[src/rtl/bsc_pkg.sv]
// ----------------------------------------------------------------------------
// bsc_pkg
// Shared constants and arithmetic helpers for barometric compensation.
// ----------------------------------------------------------------------------
package bsc_pkg;

	localparam int DIV_W = 32;

	typedef enum logic [1:0] {
		CFG_WORD_A = 2'd0,
		CFG_WORD_B = 2'd1,
		CFG_WORD_C = 2'd2,
		CFG_OSS    = 2'd3
	} cfg_idx_t;

	localparam logic [31:0] T_OFFSET   = 32'd4000;
	localparam logic [31:0] B4_BIAS    = 32'd32768;
	localparam logic [31:0] B7_SCALE   = 32'd50000;
	localparam logic [31:0] C_SQ       = 32'd3038;
	localparam logic [31:0] C_LIN      = 32'hFFFF_E343; // -7357
	localparam logic [31:0] C_OFS      = 32'd3791;
	localparam logic [32:0] TEN_RECIP  = 33'd52429;
	localparam int          TEN_SHIFT  = 19;

	function automatic logic [31:0] sx16(input logic [15:0] v);
		return {{16{v[15]}}, v};
	endfunction

	function automatic logic [31:0] mul32(input logic [31:0] a, input logic [31:0] b);
		return a * b;
	endfunction

	// signed divide by 2**sh, truncating toward zero
	function automatic logic [31:0] sdiv_pow2(input logic [31:0] x, input logic [4:0] sh);
		logic [31:0] mask;
		logic [31:0] bias;
		mask = (32'd1 << sh) - 32'd1;
		bias = x[31] ? mask : 32'd0;
		return $unsigned($signed(x + bias) >>> sh);
	endfunction

endpackage

[src/rtl/bsc_udiv.sv]
// ----------------------------------------------------------------------------
// bsc_udiv
// Pipelined restoring unsigned divider, one quotient bit per stage.
// ----------------------------------------------------------------------------
module bsc_udiv #(
	parameter int N  = bsc_pkg::DIV_W,
	parameter int PW = 1
) (
	input  logic          clk,
	input  logic          arst_n,
	input  logic          en,
	input  logic          in_valid,
	input  logic [N-1:0]  dividend,
	input  logic [N-1:0]  divisor,
	input  logic [PW-1:0] payload,
	output logic          out_valid,
	output logic [N-1:0]  quotient,
	output logic [PW-1:0] out_payload
);

	logic [N-1:0]  rem_s [N];
	logic [N-1:0]  dq_s  [N];
	logic [N-1:0]  dv_s  [N];
	logic [PW-1:0] pl_s  [N];
	logic [N-1:0]  vld_s;

	for (genvar k = 0; k < N; k++) begin : g_stage
		logic [N-1:0]  rem_i;
		logic [N-1:0]  dq_i;
		logic [N-1:0]  dv_i;
		logic [PW-1:0] pl_i;
		logic          v_i;
		logic [N:0]    trial;
		logic [N:0]    diff;
		logic          fit;

		if (k == 0) begin : g_first
			assign rem_i = '0;
			assign dq_i  = dividend;
			assign dv_i  = divisor;
			assign pl_i  = payload;
			assign v_i   = in_valid;
		end else begin : g_next
			assign rem_i = rem_s[k-1];
			assign dq_i  = dq_s[k-1];
			assign dv_i  = dv_s[k-1];
			assign pl_i  = pl_s[k-1];
			assign v_i   = vld_s[k-1];
		end

		assign trial = {rem_i, dq_i[N-1]};
		assign diff  = trial - {1'b0, dv_i};
		assign fit   = trial >= {1'b0, dv_i};

		always_ff @(posedge clk or negedge arst_n) begin
			if (!arst_n) begin
				vld_s[k] <= 1'b0;
			end else if (en) begin
				vld_s[k] <= v_i;
			end
		end

		always_ff @(posedge clk) begin
			if (en) begin
				rem_s[k] <= fit ? diff[N-1:0] : trial[N-1:0];
				dq_s[k]  <= {dq_i[N-2:0], fit};
				dv_s[k]  <= dv_i;
				pl_s[k]  <= pl_i;
			end
		end
	end

	assign out_valid   = vld_s[N-1];
	assign quotient    = dq_s[N-1];
	assign out_payload = pl_s[N-1];

endmodule

[config.mk]
export PLATFORM = sky130hd
export DESIGN_NAME = bsc_udiv
export DESIGN_NICKNAME = d
export VERILOG_FILES = /design/src/rtl/bsc_pkg.sv /design/src/rtl/bsc_udiv.sv
export SDC_FILE = /design/constraint.sdc
export NUM_CORES = 2
export LEC_CHECK = 0
export BUFFER_PORTS_ARGS = -buffer_cell sky130_fd_sc_hd__buf_4
export CAP_MARGIN = 20
export CORE_MARGIN = 1
export CORE_UTILIZATION = 40
export DETAILED_ROUTE_END_ITERATION = 10
export GPL_TIMING_DRIVEN = 0
export PLACE_DENSITY_LB_ADDON = 0.12
export RECOVER_POWER = 100
export SYNTH_ARGS = -nofsm -noshare
export SYNTH_HDL_FRONTEND = slang
export SYNTH_SLANG_ARGS = --single-unit
[constraint.sdc]
create_clock -name clk -period 9 [get_ports clk]
set_input_delay 1.8 -clock clk [delete_from_list [all_inputs] [get_ports clk]]
set_output_delay 1.8 -clock clk [all_outputs]
set_load 0.01 [all_outputs]
# Word-level counts from Yosys, hierarchy flattened
# Memories as Yosys holds them, arrays and structs flattened.
# Cells that the tools add are included.
# word_totals
n_memories	4
reg_bits	32
romBits	0
ramBits	3104
elab_cells	134
latch_bits	0
in_bits	69
out_inout_bits	34
# mem_list
memory	words	word_bits	rd	rd_clocked_by_memory_dff	wr	line_no	source
dq_s	32	32	32	0	32	bsc_udiv.sv:22	logic [N-1:0] dq_s [N];
dv_s	32	32	31	0	32	bsc_udiv.sv:23	logic [N-1:0] dv_s [N];
rem_s	32	32	31	0	32	bsc_udiv.sv:21	logic [N-1:0] rem_s [N];
pl_s	32	1	32	0	32	bsc_udiv.sv:24	logic [PW-1:0] pl_s [N];
# op_classes
n_shift	0
n_lt_le_gt_ge	32
n_mul	0
n_reduce_logical	0
muxes	34
bitwise_logic	0
div_mod_pow	0
add_sub_neg	32
n_eq_ne	0
# ops
cell	n
32-bit 2-to-1 mux	32
33-bit by 32-bit greater-or-equal comparator with 1-bit output	31
32-bit subtractor	31
1-bit by 32-bit greater-or-equal comparator with 1-bit output	1
1-bit by 32-bit subtractor with 32-bit output	1
1-bit 2-to-1 mux	2

# Depth between registers and ports, before layout
# An unclocked memory read counts as a cell.
# depth
ltp_word	3
mapped_depth	16
depth_no_buf	14

# Worst setup path after synthesis
# No wires, ideal clock.
# synth_timing
path_kind	input-to-reg
start	in divisor[29]
end	mem rem_s[0][0] (netlist bit) (data pin)
path_buffers	1
setup_time_ns	0.267
arrival_ns	3.524
slack_ns	5.209
path_stages	6
required_time_ns	8.733
cell_sequence	nor4_1 > nand4_1 > nor3_1 > nor3b_1 > clkbuf_1 > mux2i_1
# synth_rtl
element	line_no	source
start, declared	bsc_udiv.sv:14	input logic [N-1:0] divisor,
end, declared	bsc_udiv.sv:21	

==> impl_results.md <==
- H-tree depth: 5
- Synth Register Bits: 3072
- Max Cap Viol: 10
- Core area: 0.3834 mm²
- Violated checks: capacitance limit, slew limit
- Area grow syn2layout: 12.04%
- Slew of the pin with the lowest slew margin: 6.170 ns
- Syn avg cell area: 12.48 µm²
- Ranking of synthesized cells by area: edfxtp_1 59%, ha_1 8.0%, mux2_2 3.6%
- Clock latency at the later pin of the worst-skew pair: 0.95 ns
- Initial antenna violation count: 13
- DPL Wire Length: 284000 µm
- Yosys cell types: 92
- Number of vias per cell: 5.262
- Setup Viol. Count Final: 0
- Die Ht: 623.7 µm
- CP most frequent cell: buf_16
- Initial core utilization: 40.32%
- Crit Path Class: input port to flip-flop
- Tot GR Track Use: 18.99%
- Most used flip-flop cell after synthesis: edfxtp_1
- CP startpoint kind: input port
- CTS tree: built
- Vias: 95655
- Post-Syn Area: 0.1546 mm²
- Setup Fix Bufs, Post-CTS: 0
- Site row count: 227
- Critical-path top delay cell: clkbuf_2
- Number of global-route vias before repair: 96077
- Synth warn: 0
- Yosys top cell area share: 59.05%
- R2r startpoint: dv_s[6][1]$_DFFE_PP_
- Clock input transition at the sequential cells of the worst setup and hold paths: 0.06 ns
- Max Root-Sink Buffers: 4
- Post-layout util: 45.18%
- Status: complete, but fails checks
- Die X: 623.7 µm
- Setup WS post-layout: 2.068 ns
- Synth area leader: edfxtp_1
- Worst slack at placement: 2.248 ns
- Gr busiest metal: met2
- FILL cells: 34878
- Hold buffers post-CTS: 0
- Seq/Total Area, Yosys: 59.56%
- PostCTS Resize Cnt: 0
- Worst vdd ir: 226.7 µV
- Final nets: 13957
- Most common cell after layout, fill and taps aside: edfxtp_1
- Iteration-0 DRC Markers: 6985
- Total gr overflow: 0
- Worst hold margin: 0.4006 ns
- Crit Path Max Fanout: 195
- Detailed Route WL: 376600 µm
- Worst flop-to-flop path endpoint: rem_s[0][250]$_DFFE_PP_
- Largest net degree at the start of global routing: 204
- Period utilisation layout: 77.02%
- First-pass GRT wire length: 574000 µm
- EDFF count, synth: 3040
- Met3 Resource Use GR: 2.038%
- Register Area: 0.09209 mm²
- Clock sink count: 3072
- Detail Route Antenna Nets: 0
- Worst Reg-to-Reg Cells: 14
- Die ar.: 0.3890 mm²
- Worst Path Arrival: 7.47 ns
- Crit end category: flip-flop
- Root buffer cell: clkbuf_16
- Hold wc startpoint: dq_s[4][112]$_DFFE_PP_
- Tmin final: 6.932 ns
- Most frequent cells in the layout: 3040 x edfxtp_1, 1269 x inv_1, 994 x ha_1, 895 x a21oi_1, 785 x nand2_1
- WP data required: 9.54 ns
- Hold Crit Depth: 0
- Routed WL per cell: 20.71 µm
- IO buf count: 102
- Inserted Clock Buffers: 349
- Fin. Hold Viols: 0
- Top Ports: 103
- Max Clk Rate: 144.3 MHz
- Setup slack, reg-to-reg: 2.29 ns
- Skew final: 0.04587 ns
- Area of the multi-input gates: 0.05644 mm²
- Async set-reset flop share out of synthesis: 1.042%
- Syn nets: 13480
- Grt met2 use: 32.77%
- Leakage: 68.78 nW
- Fraction of layout cells with a size suffix above 1: 8.075%
- Hold EP: dq_s[5][17]$_DFFE_PP_
- CP max stage delay: 3.02 ns
- RSZ-0062 raised after global routing: false
- Remaining DRCs: 0
- Met1 Use GR: 24.93%
- Critical path cell sequence: clkbuf_1 -> buf_16 -> buf_16 -> clkbuf_2 -> buf_16
- Placer's final routability congestion estimate: 0.8912
- Relative slew slack: -311.3%
- Final TNS setup: 0 ns
- Hold crit path type: flip-flop to flip-flop
- Slew Viols, Final: 873
- DRT Pass-1 Iters: 5
- Cell Pwr Density: 365.2 mW/mm²
- Synthesized instance count: 12387
critical path: cells and delay by family:
| family | cells | cell delay, ns |
|---|---|---|
| buf+inv | 5 | 4.78 |
layer usage:
metal  part of all wire, %  up-vias  wire [µm]
li1                      -    46654          -
met1                    44    46628     167000
met2                    49     1821     183300
met3                   3.6      552      13520
met4                   3.4        0      12720
met5                     0        -          0
cell families after synthesis:
family / Yosys count / share of synthesized area, %
flip-flops: 3072 / 59.56
AND/OR/NAND/NOR: 2355 / 7.214
AO/OA/AOI/OAI: 3045 / 12.44
adder cells (fa/ha/maj): 1024 / 8.433
buffers and inverters: 1541 / 3.863
multiplexers: 535 / 3.871
XOR/XNOR: 815 / 4.617
per-stage QoR:
step / std cells / cell area (µm²) / total power, mW
floorplan: 12387 / 154600 / 41.49
global placement: 17527 / 161700 / 50.31
detailed placement: 17550 / 162200 / 49.75
CTS: 18177 / 173600 / 64.37
global route: 18179 / 173200 / 67.64
finish: 18180 / 173200 / 63.27
cells in the mapped netlist (all sizes together), types with 18 or more instances:
cell type     n
and3         80
or2          39
xnor2       495
and2         32
nor4         36
nor3        129
and4         21
dfrtp        32
o211ai       54
nand4       129
or3          36
ha          994
nor2b       124
nor3b        23
a221oi       24
a31o         27
a211oi       82
clkbuf      195
fa           30
a31oi       114
buf          77
o31ai        62
inv        1269
o41a         21
a2111oi      18
a211o        33
nand2       785
nor2        557
nand3       183
o21a        109
xor2        320
mux2i        32
o31a         26
mux2        503
a21boi       42
edfxtp     3040
o21ai       749
a21oi       896
a21o        509
o21bai      116
nand2b      142
power by group:
part           switching [mW]  total [mW]  internal [mW]  leakage (nW)
registers                2.04        22.6           20.5          30.1
clock network            5.95        14.1           8.17          5.48
logic                    15.4        26.6           11.1          33.2
worst max path at each step:
| stage | start | end | slack (ns) | depth (start not counted) |
|---|---|---|---|---|
| 2_1_floorplan | divisor[29] | rem_s[0][0]$_DFFE_PP_ | 5.21 | 6 |
| 3_3_place_gp | en | dq_s[7][109]$_DFFE_PP_ | -21.79 | 1 |
| 3_5_place_dp | en | g_stage[9].v_i$_DFFE_PN0P_ | 2.25 | 9 |
| 4_1_cts | en | g_stage[11].v_i$_DFFE_PN0P_ | 3.31 | 9 |
| 5_1_grt | en | rem_s[0][381]$_DFFE_PP_ | 1.50 | 3 |
| 6_report | en | dv_s[0][30]$_DFFE_PP_ | 2.07 | 5 |
sequential cells by signal (all words and copies together) (netlist names):
| register | cells |
|---|---|
| dq_s | 1024 |
| dv_s | 992 |
| rem_s | 992 |
| pl_s | 32 |
| g_stage.v_i | 31 |
| out_valid | 1 |
cell type report:
cell class                      instances  share of cell area, %
Sequential cell                      3072                  53.16
Multi-Input combinational cell       7774                  32.58
Clock buffer                          423                  5.238
Tap cell                             5038                  3.639
Inverter                             1269                  2.750
Clock inverter                        204                  1.339
Buffer                                272                 0.6559
Timing Repair Buffer                  126                 0.6277
Antenna cell                            2               0.002889
Power figures use the tool's default switching activity.
